File: config.mk
export PLATFORM = sky130hd
export DESIGN_NAME = stop_and_wait_frame_link
export DESIGN_NICKNAME = d
export VERILOG_FILES = /design/src/swfl_pkg.sv /design/src/stop_and_wait_frame_link.sv
export SDC_FILE = /design/constraint.sdc
export NUM_CORES = 1
export LEC_CHECK = 0
export BUFFER_PORTS_ARGS = -buffer_cell sky130_fd_sc_hd__buf_2
export CORE_UTILIZATION = 30
export DETAILED_ROUTE_END_ITERATION = 10
export PLACE_DENSITY = 0.55
export RECOVER_POWER = 100
export SLEW_MARGIN = 30
export SYNTH_ARGS = -nofsm -noshare
export SYNTH_HDL_FRONTEND = slang
export SYNTH_SLANG_ARGS = --single-unit
File: constraint.sdc
create_clock -name clk -period 4.6 [get_ports clk]
set_clock_uncertainty 0.2 [all_clocks]
set_input_delay 0.23 -clock clk [delete_from_list [all_inputs] [get_ports clk]]
set_output_delay 0.23 -clock clk [all_outputs]
set_load 0.1 [all_outputs]
File: src/swfl_pkg.sv
`timescale 1ns / 1ps
// ----------------------------------------------------------------------------
// swfl_pkg
// Shared types and constants of the stop-and-wait frame link.
// ----------------------------------------------------------------------------
package swfl_pkg;

  localparam int unsigned MAX_BODY_DEF = 62;

  localparam logic [15:0] TIMEOUT_RESET = 16'd1000;
  localparam logic [7:0]  SEQ_RESET     = 8'd1;
  // The sequence number counts modulo 255, so this value wraps to zero.
  localparam logic [7:0]  SEQ_LAST      = 8'd254;

  typedef enum logic [1:0] {
    OP_BODY = 2'd0,
    OP_ACK  = 2'd1,
    OP_TICK = 2'd2,
    OP_RX   = 2'd3
  } op_t;

  typedef enum logic [3:0] {
    ST_FRAME     = 4'd0,
    ST_ACK_OK    = 4'd1,
    ST_BAD_SEQ   = 4'd2,
    ST_BAD_CHECK = 4'd3,
    ST_BOTH_BAD  = 4'd4,
    ST_RX_GOOD   = 4'd5,
    ST_RX_BAD    = 4'd6,
    ST_BUSY      = 4'd7,
    ST_TOO_LONG  = 4'd8
  } status_t;

  typedef enum logic [1:0] {
    S_IDLE,
    S_BODY,
    S_SUM
  } state_t;

endpackage

File: src/stop_and_wait_frame_link.sv
`timescale 1ns / 1ps
// ----------------------------------------------------------------------------
// stop_and_wait_frame_link
// Stop-and-wait link end: stores an outgoing body, sends it framed with a
// sequence byte and an additive checksum, resends on timeout, checks
// acknowledgements and received frames.
// ----------------------------------------------------------------------------
//
//   Channel   Direction  Handshake            Carries
//   in_       input      in_valid / in_ready  operation, data, last, ack fields
//   out_      output     out_valid/out_ready  out_byte, last_of_run, status
//   cfg_      input      cfg_valid/cfg_ready  timeout_ticks
//
// A request that causes at most one result leaves the block idle; the result sits
// in the output register while the next request may be taken, provided that
// register is free or being drained. A request that sends a frame with n body
// bytes occupies the block while its n + 2 results go out: the body is
// replayed from the frame store at one byte per cycle through its single read
// port. Output stalls hold the replay in place. rst_n is synchronous; the
// frame store is not cleared, since only written entries are ever read.
// ----------------------------------------------------------------------------
module stop_and_wait_frame_link #(
  parameter int unsigned MAX_BODY = swfl_pkg::MAX_BODY_DEF
) (
  input  logic        clk,
  input  logic        rst_n,
  input  logic        in_valid,
  output logic        in_ready,
  input  logic [1:0]  in_operation,
  input  logic [7:0]  in_data_byte,
  input  logic        in_last_byte,
  input  logic [7:0]  in_ack_sequence,
  input  logic [7:0]  in_ack_check,
  output logic        out_valid,
  input  logic        out_ready,
  output logic [7:0]  out_byte,
  output logic        out_last_of_run,
  output logic [3:0]  out_status,
  input  logic        cfg_valid,
  output logic        cfg_ready,
  input  logic [15:0] cfg_timeout_ticks
);
  import swfl_pkg::*;

  localparam int unsigned CW = $clog2(MAX_BODY + 1);
  localparam int unsigned AW = $clog2(MAX_BODY);
  localparam logic [CW-1:0] CNT_FULL = CW'(MAX_BODY);

  state_t state_r, state_nxt;

  logic [15:0]   timeout_r;
  logic [CW-1:0] body_count_r, body_count_nxt;
  logic [7:0]    tx_sum_r, tx_sum_nxt;
  logic [7:0]    seq_r, seq_nxt;
  logic [7:0]    sent_sum_r, sent_sum_nxt;
  logic          awaiting_r, awaiting_nxt;
  logic          discard_r, discard_nxt;
  logic [15:0]   timer_r, timer_nxt;
  logic [7:0]    rx_sum_r, rx_sum_nxt;
  logic [AW-1:0] idx_r, idx_nxt;

  logic          out_valid_r, out_valid_nxt;
  logic [7:0]    out_byte_r, out_byte_nxt;
  logic          out_last_r, out_last_nxt;
  status_t       out_status_r, out_status_nxt;

  logic [7:0]    frame_mem [MAX_BODY];
  logic [7:0]    rd_data_r;
  logic          fwd_hit_r;
  logic [7:0]    fwd_data_r;
  logic [AW-1:0] rd_addr;
  logic [AW-1:0] wr_addr;
  logic          mem_we;
  logic [7:0]    body_byte;

  logic          out_free;
  logic          accept;
  logic          emit_start;
  logic          single_req;
  status_t       single_status;
  logic [15:0]   reload;
  logic [7:0]    tx_sum_plus;
  logic [CW-1:0] idx_next_cnt;

  assign out_free     = !out_valid_r || out_ready;
  assign in_ready     = (state_r == S_IDLE) && out_free;
  assign accept       = in_valid && in_ready;
  assign cfg_ready    = 1'b1;
  assign reload       = (timeout_r == 16'd0) ? 16'd1 : timeout_r;
  assign tx_sum_plus  = tx_sum_r + in_data_byte;
  assign idx_next_cnt = CW'(idx_r) + CW'(1);
  assign wr_addr      = body_count_r[AW-1:0];
  // A body byte written in the cycle its entry is read comes from the bypass.
  assign body_byte    = fwd_hit_r ? fwd_data_r : rd_data_r;

  assign out_valid       = out_valid_r;
  assign out_byte        = out_byte_r;
  assign out_last_of_run = out_last_r;
  assign out_status      = out_status_r;

  // Decode of the accepted request.
  always_comb begin
    emit_start    = 1'b0;
    single_req    = 1'b0;
    single_status = ST_ACK_OK;
    mem_we        = 1'b0;
    if (accept) begin
      unique case (op_t'(in_operation))
        OP_BODY: begin
          if (awaiting_r) begin
            single_req    = 1'b1;
            single_status = ST_BUSY;
          end else if (!discard_r) begin
            if (body_count_r >= CNT_FULL) begin
              single_req    = 1'b1;
              single_status = ST_TOO_LONG;
            end else begin
              mem_we     = 1'b1;
              emit_start = in_last_byte;
            end
          end
        end
        OP_ACK: begin
          single_req = 1'b1;
          if (awaiting_r) begin
            priority if (in_ack_sequence == seq_r && in_ack_check == sent_sum_r) begin
              single_status = ST_ACK_OK;
            end else if (in_ack_sequence != seq_r && in_ack_check != sent_sum_r) begin
              single_status = ST_BOTH_BAD;
            end else if (in_ack_sequence == seq_r) begin
              single_status = ST_BAD_CHECK;
            end else begin
              single_status = ST_BAD_SEQ;
            end
          end
        end
        OP_TICK: begin
          emit_start = awaiting_r && (timer_r <= 16'd1);
        end
        OP_RX: begin
          single_req    = in_last_byte;
          single_status = (in_data_byte == rx_sum_r) ? ST_RX_GOOD : ST_RX_BAD;
        end
        default: begin
        end
      endcase
    end
  end

  // Next state.
  always_comb begin
    state_nxt = state_r;
    unique case (state_r)
      S_IDLE: begin
        if (emit_start) begin
          state_nxt = S_BODY;
        end
      end
      S_BODY: begin
        if (out_free && idx_next_cnt == body_count_r) begin
          state_nxt = S_SUM;
        end
      end
      S_SUM: begin
        if (out_free) begin
          state_nxt = S_IDLE;
        end
      end
      default: state_nxt = S_IDLE;
    endcase
  end

  // Datapath and outputs.
  always_comb begin
    body_count_nxt = body_count_r;
    tx_sum_nxt     = tx_sum_r;
    seq_nxt        = seq_r;
    sent_sum_nxt   = sent_sum_r;
    awaiting_nxt   = awaiting_r;
    discard_nxt    = discard_r;
    timer_nxt      = timer_r;
    rx_sum_nxt     = rx_sum_r;
    idx_nxt        = '0;
    out_valid_nxt  = out_valid_r && !out_ready;
    out_byte_nxt   = out_byte_r;
    out_last_nxt   = out_last_r;
    out_status_nxt = out_status_r;

    unique case (state_r)
      S_IDLE: begin
        if (accept) begin
          unique case (op_t'(in_operation))
            OP_BODY: begin
              if (!awaiting_r) begin
                if (discard_r) begin
                  if (in_last_byte) begin
                    discard_nxt = 1'b0;
                  end
                end else if (body_count_r >= CNT_FULL) begin
                  body_count_nxt = '0;
                  tx_sum_nxt     = 8'd0;
                  discard_nxt    = !in_last_byte;
                end else begin
                  body_count_nxt = body_count_r + CW'(1);
                  tx_sum_nxt     = tx_sum_plus;
                  if (in_last_byte) begin
                    sent_sum_nxt = tx_sum_plus + seq_r;
                    awaiting_nxt = 1'b1;
                    timer_nxt    = reload;
                  end
                end
              end
            end
            OP_ACK: begin
              if (awaiting_r && single_status == ST_ACK_OK) begin
                awaiting_nxt   = 1'b0;
                timer_nxt      = 16'd0;
                body_count_nxt = '0;
                tx_sum_nxt     = 8'd0;
                seq_nxt        = (seq_r == SEQ_LAST) ? 8'd0 : seq_r + 8'd1;
              end
            end
            OP_TICK: begin
              if (awaiting_r) begin
                timer_nxt = (timer_r > 16'd1) ? timer_r - 16'd1 : reload;
              end
            end
            OP_RX: begin
              rx_sum_nxt = in_last_byte ? 8'd0 : rx_sum_r + in_data_byte;
            end
            default: begin
            end
          endcase

          if (emit_start) begin
            out_valid_nxt  = 1'b1;
            out_byte_nxt   = seq_r;
            out_last_nxt   = 1'b0;
            out_status_nxt = ST_FRAME;
          end else if (single_req) begin
            out_valid_nxt  = 1'b1;
            out_byte_nxt   = 8'd0;
            out_last_nxt   = 1'b1;
            out_status_nxt = single_status;
          end
        end
      end
      S_BODY: begin
        idx_nxt = idx_r;
        if (out_free) begin
          out_valid_nxt  = 1'b1;
          out_byte_nxt   = body_byte;
          out_last_nxt   = 1'b0;
          out_status_nxt = ST_FRAME;
          idx_nxt        = (idx_next_cnt == body_count_r) ? '0 : idx_r + AW'(1);
        end
      end
      S_SUM: begin
        if (out_free) begin
          out_valid_nxt  = 1'b1;
          out_byte_nxt   = sent_sum_r;
          out_last_nxt   = 1'b1;
          out_status_nxt = ST_FRAME;
        end
      end
      default: begin
      end
    endcase
  end

  // The read address follows the next index, so the registered read data
  // always holds the entry of the current index.
  assign rd_addr = idx_nxt;

  always_ff @(posedge clk) begin
    if (mem_we) begin
      frame_mem[wr_addr] <= in_data_byte;
    end
    rd_data_r  <= frame_mem[rd_addr];
    fwd_hit_r  <= mem_we && (wr_addr == rd_addr);
    fwd_data_r <= in_data_byte;
  end

  always_ff @(posedge clk) begin
    if (!rst_n) begin
      state_r      <= S_IDLE;
      timeout_r    <= TIMEOUT_RESET;
      body_count_r <= '0;
      tx_sum_r     <= 8'd0;
      seq_r        <= SEQ_RESET;
      sent_sum_r   <= 8'd0;
      awaiting_r   <= 1'b0;
      discard_r    <= 1'b0;
      timer_r      <= 16'd0;
      rx_sum_r     <= 8'd0;
      idx_r        <= '0;
      out_valid_r  <= 1'b0;
    end else begin
      state_r      <= state_nxt;
      body_count_r <= body_count_nxt;
      tx_sum_r     <= tx_sum_nxt;
      seq_r        <= seq_nxt;
      sent_sum_r   <= sent_sum_nxt;
      awaiting_r   <= awaiting_nxt;
      discard_r    <= discard_nxt;
      timer_r      <= timer_nxt;
      rx_sum_r     <= rx_sum_nxt;
      idx_r        <= idx_nxt;
      out_valid_r  <= out_valid_nxt;
      if (cfg_valid && cfg_ready) begin
        timeout_r <= cfg_timeout_ticks;
      end
    end
  end

  always_ff @(posedge clk) begin
    out_byte_r   <= out_byte_nxt;
    out_last_r   <= out_last_nxt;
    out_status_r <= out_status_nxt;
  end

endmodule

Word-level counts from Yosys, hierarchy flattened. Memories as Yosys holds them, arrays and structs flattened. A register that Yosys moved wholly into a read port is not among the register bits. Cells that the tools add are included.

Memories kept: 1. Memory bits (writable): 496. Input port bits: 48. Memory bits (read-only): 0. Bits in latches: 0. Register bits after elaboration: 103.

Memory list: frame_mem (depth 62, width 8, read ports 1, clocked after memory_dff 1, wr ports 1, line stop_and_wait_frame_link.sv:67) `logic [7:0] frame_mem [MAX_BODY];`.

Equality and inequality tests: 27. Bitwise operators: 3. Div/mod/pow operators: 0. Shifts and indexed selects: 0. Multiplexer cells: 87. $lt $le $gt $ge: 3. Reductions and logical operators: 31. Add/subtract/negate cells: 7. Multipliers: 0.

Operators by type and width (number): $mux 16 (8); $mux 8 (12); $pmux 16 s3 (1); $mux 6 (7); $mux 1 (33); $mux 4 (8); $add 8x8->8 (3); $eq 8x8->1 (3); $pmux 8 s3 (1); $ne 2x2->1 const B (11); $gt 16x1->1 const B (1); $le 16x1->1 const B (1); $logic_not 16->1 (1); $ne 8x8->1 (2); $pmux 8 s2 (1); $reduce_and 4->1 (4); $sub 16x1->16 const B (1); $add 6x1->6 const B (2); $eq 6x6->1 (2); $pmux 4 s3 (1); $pmux 6 s2 (1); $logic_and 1x1->1 (9); $mux 3 (3); $reduce_and 9->1 (1); 24 further kinds (41).

Depth between registers and ports, before layout. Gate-level depths: netlist of the first run.

Word-level depth: 11. Depth in mapped cells: 16.

Worst setup path after synthesis of the first run. No wires, ideal clock.

Path kind: reg2reg. Start: reg out_valid_r (netlist: out_valid). End: reg rd_data_r[5], read port of frame_mem. Library setup time: 0.125 ns. Cell stages (with the launch flop): 13. Path slack: 1.097 ns. Arrival time: 3.178 ns. Period minus slack after synthesis: 3.503 ns. Path through: dfxtp_1 nor2b_1 buf_2 xnor2_1 and2_1 buf_2 nand2_2 buf_2 mux4_2 a22oi_1 nand2_1 a22oi_1 o31ai_1.

Word-level cells in the longest chain between the ends: 4.

Ends and longest elaborated chain: start: declaration (line stop_and_wait_frame_link.sv:62) `logic out_valid_r, out_valid_nxt;`; start signal: assignment (line stop_and_wait_frame_link.sv:309) `out_valid_r <= out_valid_nxt;`; $logic_not 1->1 (line stop_and_wait_frame_link.sv:85) `assign out_free = !out_valid_r || out_ready;`; $logic_or 1x1->1 (line stop_and_wait_frame_link.sv:85); $mux 6 (line stop_and_wait_frame_link.sv:250) `if (out_free) begin`; $mux 6 (line stop_and_wait_frame_link.sv:189) `unique case (state_r)`; end: declaration (line stop_and_wait_frame_link.sv:68) `logic [7:0] rd_data_r;`.

Every way passes these cells. A chain may end at the register's enable or synchronous reset.

Worst setup path in the final report of the first run.
Start: reg timer_r[8]. End: reg out_status_r[1] (netlist: out_status[1]) (enable).

Word-level cells in the longest chain between the ends: 6.

Ends and longest elaborated chain: start: declaration (line stop_and_wait_frame_link.sv:58) `logic [15:0] timer_r, timer_nxt;`; start signal: assignment (line stop_and_wait_frame_link.sv:306) `timer_r <= timer_nxt;`; $le 16x1->1 (line stop_and_wait_frame_link.sv:138) `emit_start = awaiting_r && (timer_r <= 16'd1);`; $logic_and 1x1->1 (line stop_and_wait_frame_link.sv:138); $pmux 1 s2 (line stop_and_wait_frame_link.sv:108) `unique case (op_t'(in_operation))`; $mux 1 (line stop_and_wait_frame_link.sv:107) `if (accept) begin`; $ne 3x3->1 (no source line); $reduce_and 4->1 (no source line); end signal: assignment (line stop_and_wait_frame_link.sv:319) `out_status_r <= out_status_nxt;`; end: declaration (line stop_and_wait_frame_link.sv:65) `status_t out_status_r, out_status_nxt;`.

Every way passes these cells.

==> results.tsv, run 1 <==
metric	value	unit
status	finished with violations	
violations	max-capacitance violations, max-slew violations	
htree_levels	2	
seq_area_frac_synth	0.6623	
final-setup-viol-count	0	
setup_slack	372.7	ps
syn_to_final_growth	15.65	%
synth_edf_count	509	
wl	67.23	mm
period_needed	4227	ps
place_congestion	0.8715	
final_cell_mix	509 x edfxtp_1, 190 x nand2_1, 164 x nor2_1	
hold_viol	0	
worstMarginPinSlew	2929	ps
die_h	296.6	microns
drv_slew	386	
cts_tree	built	
antenna_found_initial	3	
max_cap_violations	9	
layout_commonest_cell	edfxtp_1	
drive_above_1_share	0.1384	
fin_setup_tns	0	ps
hpwl	44.58	mm
crit_path_end_kind	register	
core_area	85550	sq um
vdd_drop_max	0.3780	mV
worstHoldPathType	input pin to register	
p_total	11.71	mW
grt_pass1_vias	16040	
die_area	87980	sq um
ys_warn_count	0	
fin_cells	3175	
die_w	296.6	microns
cts.clk_slew.worst_paths	60	ps
grt_max_degree	65	
ys_ff_latch	607	
startpoint_type	register	
groute.usage.overall	0.1520	
place_ws	505.8	ps
drtIter0Drc	1460	
via_per_inst	5.075	
start_util	0.3044	
synthArstFlopShare	0	
root_buffer	clkbuf_16	
path_max_fanout	6	
avgSynthCellArea	14.17	sq um
io_buffers	62	
fmax	236.6	MHz
numCtsBuffers	61	
ys_types	84	
synth-main-ff-cell	edfxtp_1	
leakagePower	9.839	nW
grt_pass1_wl	100.6	mm
criticalPathCategory	register to register	
synth_area	26040	sq um
clock_latency	650	ps
critPathRequiredTime	4650	ps
arrival	4270	ps
dp_cells	3019	
wl_per_cell	21.18	microns
num_vias	16110	
slew-limit-headroom	-0.9528	
nets	2068	
drc_errors	0	
period_share	0.9190	
ant_nets	0	
rsz0062_at_grt	false	
cts.sinks	607	
netlist_instances	1838	
power.density	388.8	nW/um^2
cts_buffer_depth	3	
grt-ovfl-total	0	
syn_nets	1927	
io_pins	64	
dr.pass1.iters	6	
fillers	8113	
rows	107	
==> sequential cells by signal, summed over array words and instances, names as in the netlist, 8 cells and up <==
| register | count |
|---|---|
| timer_r | 16 |
| tx_sum_r | 8 |
| frame_mem | 496 |
| seq_r | 8 |
| timeout_r | 16 |
| rd_data_r | 8 |
| out_byte | 8 |
| sent_sum_r | 8 |
| rx_sum_r | 8 |
| fwd_data_r | 8 |
==> path summary, 6_finish.rpt <==
check	start	to	slack [ps]	cells after the start
setup / recovery	timer_r[8]	out_status[1]	370	8
hold / removal	in_operation[1]	out_status[2]	60	4
setup reg to reg	timer_r[8]	out_status[1]	370	8
hold reg to reg	tx_sum_r[2]	tx_sum_r[2]	310	2
==> cell usage after synthesis (8+ instances only) <==
cell type / instances / area [sq um]
a211oi_1: 10 / 75.07
a21oi_1: 90 / 450.4
a221o_1: 8 / 80.08
a22oi_1: 32 / 240.2
a311oi_1: 11 / 96.34
a31oi_1: 19 / 118.9
and2_1: 25 / 156.4
buf_2: 47 / 235.2
buf_4: 10 / 75.07
clkbuf_1: 37 / 138.9
dfxtp_1: 98 / 1962
edfxtp_1: 509 / 15280
ha_1: 38 / 475.5
inv_1: 18 / 67.56
mux2i_1: 55 / 550.5
mux4_2: 83 / 1869
nand2_1: 190 / 713.2
nand3_1: 53 / 265.3
nor2_1: 164 / 615.6
nor2b_1: 40 / 250.2
nor3_1: 22 / 110.1
nor4_1: 20 / 125.1
o21ai_0: 36 / 180.2
or3_1: 8 / 50.05
xnor2_1: 32 / 280.3
xor2_1: 31 / 271.5
==> timing repair <==
item | in CTS | in global routing
buffers inserted | 0 | 0
hold endpoints to repair | 61 | 0
resized for setup | 0 | 0
hold buffers | 41 | 0
==> critical path: stages, from the launching register on <==
cell	delay, ps
dfxtp_1	350
or4_4	580
or4_4	460
nor4b_1	710
nand3_1	200
a21oi_2	310
a21oi_1	110
and2_4	190
a211oi_1	740
==> metrics by stage <==
step,area [sq um],hold slack (ps),utilization
5_1_grt,30110,122.4,0.3520
2_1_floorplan,26040,57.72,-
6_report,30110,55.87,0.3520
4_1_cts,30330,19.27,0.3545
3_3_place_gp,27950,250.8,0.3267
3_5_place_dp,27950,258.1,0.3267
==> layout make-up <==
cell class / instances / area, sq um / area share
clock inverters: 31 / 305.3 / 0.01014
multi-input cells: 1104 / 8179 / 0.2716
repair buffers: 187 / 1211 / 0.04022
well taps: 1144 / 1431 / 0.04753
inverters: 18 / 67.56 / 0.002244
clock buffers: 83 / 1669 / 0.05543
diodes: 1 / 2.502 / 0.00008310
flip-flops and latches: 607 / 17250 / 0.5727
==> per-layer routing <==
layer / global-route usage / up-vias / routed length, microns
met5: 0.002217 / - / 13
met2: 0.2436 / 570 / 31150
met3: 0.02832 / 119 / 4572
met4: 0.04765 / 2 / 1983
li1: - / 7270 / -
met1: 0.2078 / 8153 / 29520
==> power breakdown <==
group          internal, mW  switching (mW)  leakage (nW)
clock network          2.73            2.15         0.944
logic                 0.265           0.521          3.51
registers              6.01          0.0404          5.38
==> cells by family (layout without fill, tap and decap cells) <==
kind of cell,Yosys count,after routing,share of synthesized area
AO/OA/AOI/OAI,291,291,0.07587
XOR/XNOR,65,65,0.02244
adder cells (fa/ha/maj),41,41,0.02057
buffers and inverters,127,319,0.02407
flip-flops,607,607,0.6623
multiplexers,140,140,0.09380
other,1,2,0.0001440
AND/OR/NAND/NOR,566,566,0.1008
Power figures use the tool's default switching activity.
==> inputs of run 2 (changes only) <==
--- a/config.mk
+++ b/config.mk
@@ -5,11 +5,13 @@
 export SDC_FILE = /design/constraint.sdc
 export NUM_CORES = 1
 export LEC_CHECK = 0
+export ABC_AREA = 1
 export BUFFER_PORTS_ARGS = -buffer_cell sky130_fd_sc_hd__buf_2
 export CORE_UTILIZATION = 30
 export DETAILED_ROUTE_END_ITERATION = 10
 export PLACE_DENSITY = 0.55
 export RECOVER_POWER = 100
+export SKIP_CTS_REPAIR_TIMING = 1
 export SLEW_MARGIN = 30
 export SYNTH_ARGS = -nofsm -noshare
 export SYNTH_HDL_FRONTEND = slang
==> results.tsv, run 2 <==
metric	value	unit	change
status	finished with violations		
violations	negative hold slack, max-capacitance violations, max-slew violations		
max_cap_violations	12		+3
nets	3158		+53%
criticalPathCategory	register to register		
grt_max_degree	129		+98%
synth_area	28520	sq um	+9.5%
arrival	4390	ps	+120 ps
fin_setup_tns	0	ps	unchanged
io_pins	64		unchanged
hold_viol	1		+1
via_per_inst	4.788		-5.7%
synth-main-ff-cell	edfxtp_1		
vdd_drop_max	0.3418	mV	-9.6%
holdPathEnd	discard_r		
startpoint_type	register		
hold_slack	-5.926	ps	-61.80 ps
io_buffers	62		unchanged
synthArstFlopShare	0		unchanged
worstHoldPathType	input pin to register		
antenna_cells	0		-1
final-setup-viol-count	0		unchanged
critPathRequiredTime	4890	ps	+240 ps
wl	82.35	mm	+22%
rows	112		+4.7%
die_area	96300	sq um	+9.5%
grt_pass1_wl	124.6	mm	+24%
leakagePower	13.38	nW	+36%
path_max_fanout	89		+83
place_congestion	0.8599		-1.3%
ys_types	53		-37%
grt_pass1_vias	19990		+25%
syn_to_final_growth	14.64	%	
min_from	in_valid		
rsz0062_at_grt	false		
netlist_instances	3010		+64%
core_area	93750	sq um	+9.6%
reg_top3	frame_mem (496), timeout_r (16), timer_r (16)		
hpwl	49.97	mm	+12%
dr.pass1.iters	8		+2
ys_ff_latch	607		unchanged
synth_edf_count	509		unchanged
layout_commonest_cell	nand2_1		
die_h	310.3	microns	+4.6%
yosys.area.top_type	edfxtp_1		
avgSynthCellArea	9.474	sq um	-33%
final_area	32690	sq um	+8.6%
ant_nets	0		unchanged
synth_area_leaders	edfxtp_1 54%, nand3_1 9.0%, nand2_1 7.5%, inv_1 7.1%, dfxtp_1 6.9%		
syn_nets	3099		+61%
post-synth-top-count-cell	nand2_1		
seq_area_frac_synth	0.6048		-0.05757
htree_levels	3		+1
crit_path_end_kind	register		
final_cell_mix	571 x nand2_1, 540 x inv_1, 516 x nand3_1		
period_needed	4106	ps	-120.8 ps
reg2reg_to	rd_data_r[4]		
fmax	243.5	MHz	+2.9%
p_total	15.72	mW	+34%
start_util	0.3042		about the same
wl_met3	4.968	mm	+8.7%
cts_tree	built		
power.density	480.8	nW/um^2	+24%
worstMarginPinSlew	3863	ps	+934.2 ps
synth.top_cell.area_share	0.5360		-0.05102
r2r_cells	13		+5
wl_per_cell	18.81	microns	-11%
r2r_slack	490	ps	+120 ps
die_w	310.3	microns	+4.6%
hold-path-cell-count	5		+1
drtIter0Drc	1845		+26%
groute.usage.overall	0.1707		+0.01876
period_share	0.8927		-0.02627
grt-ovfl-total	0		unchanged
timing.rr.start	state_r[1]		
cts.clk_slew.worst_paths	60	ps	about the same
cts_buffer_depth	3		unchanged
slew-limit-headroom	-1.576		-0.6228
cts.sinks	607		unchanged
clock_latency	600	ps	-50 ps
drc_errors	0		unchanged
synthTopCellsByCount	571 x nand2_1, 540 x inv_1, 514 x nand3_1, 509 x edfxtp_1, 174 x nor2_1		
drive_above_1_share	0.06082		-0.07760
antenna_found_initial	1		-2
largest_register	frame_mem		
root_buffer	clkbuf_16		
num_vias	20960		+30%
largest_reg_flops	496		unchanged
route.top_layer_used	met4		
drv_slew	547		+42%
ys_warn_count	0		unchanged
placed_area	30100	sq um	+7.7%
dr_wl_met2	38.26	mm	+23%
wl_met1	37.18	mm	+26%
numCtsBuffers	71		+16%
## run 2: cell types whose count changed after synthesis, moves of 16 or more
cell | before | now
mux4_2 | 83 | 0
nand3_1 | 53 | 514
a21oi_1 | 90 | 74
a22oi_1 | 32 | 0
a31oi_1 | 19 | 3
nand2_1 | 190 | 571
inv_1 | 18 | 540
o21ai_0 | 36 | 66
buf_2 | 47 | 86
mux2i_1 | 55 | 0
and2_1 | 25 | 1
nor2b_1 | 40 | 0
nand4_1 | 5 | 110
## run 2: worst max path at each step
| stage | startpoint | endpoint | slack [ps] |
|---|---|---|---|
| 2_1_floorplan | out_valid | frame_mem[16][0] | 240 |
| 3_3_place_gp | state_r[1] | rd_data_r[4] | 750 |
| 3_5_place_dp | body_count_r[0] | frame_mem[39][1] | 750 |
| 4_1_cts | state_r[1] | frame_mem[39][1] | 740 |
| 5_1_grt | idx_r[0] | rd_data_r[4] | 270 |
| 6_report | state_r[1] | rd_data_r[4] | 490 |
## run 2: power by group
group / leakage (nW) / internal [mW] / switching (mW)
registers: 5.39 / 6.15 / 0.148
clock network: 1.13 / 3.37 / 2.29
logic: 6.87 / 0.889 / 2.86
## run 2: critical path, stage by stage (launching register included)
cell,delay [ps]
dfxtp_1,330
inv_1,160
ha_4,180
buf_4,610
nand3_1,210
nand2_2,750
buf_12,450
nand2_1,100
nand3_1,110
nand3_1,110
nand3_1,160
nand3_1,150
nand3_1,310
nand2_1,80
## run 2: through the flow
step / util / setup slack [ps] / hold WS (ps) / cells
2_1_floorplan: - / 239.1 / 57.72 / 3010
3_3_place_gp: 0.3210 / 747.8 / 257.6 / 4211
3_5_place_dp: 0.3210 / 750.7 / 265.2 / 4211
4_1_cts: 0.3459 / 738.1 / -372.7 / 4339
5_1_grt: 0.3487 / 267.8 / 34.97 / 4378
6_report: 0.3487 / 493.5 / -5.926 / 4378
## run 2: final cells by class
| class | count | area [sq um] |
|---|---|---|
| Clock inverter | 35 | 359.1 |
| Sequential cell | 607 | 17250 |
| Clock buffer | 93 | 1973 |
| Tap cell | 1254 | 1569 |
| Inverter | 547 | 2054 |
| Timing Repair Buffer | 140 | 1001 |
| Multi-Input combinational cell | 1702 | 8489 |
| Fill cell | 9446 | 61060 |
## run 2: cell families (layout without fill, tap and decap cells)
kind of cell	after synthesis	after routing	share of synthesized area
other	1	1	0.0001315
flip-flops	607	607	0.6048
buffers and inverters	701	815	0.09788
XOR/XNOR	50	50	0.01536
AO/OA/AOI/OAI	194	194	0.03958
adder cells (fa/ha/maj)	41	41	0.01878
AND/OR/NAND/NOR	1416	1416	0.2235
## run 2: metal layers
metal	global-route usage	vias to the layer above
met1	0.2378	10070
li1	-	10140
met4	0.05018	0
met5	0	-
met2	0.2740	638
met3	0.02534	119
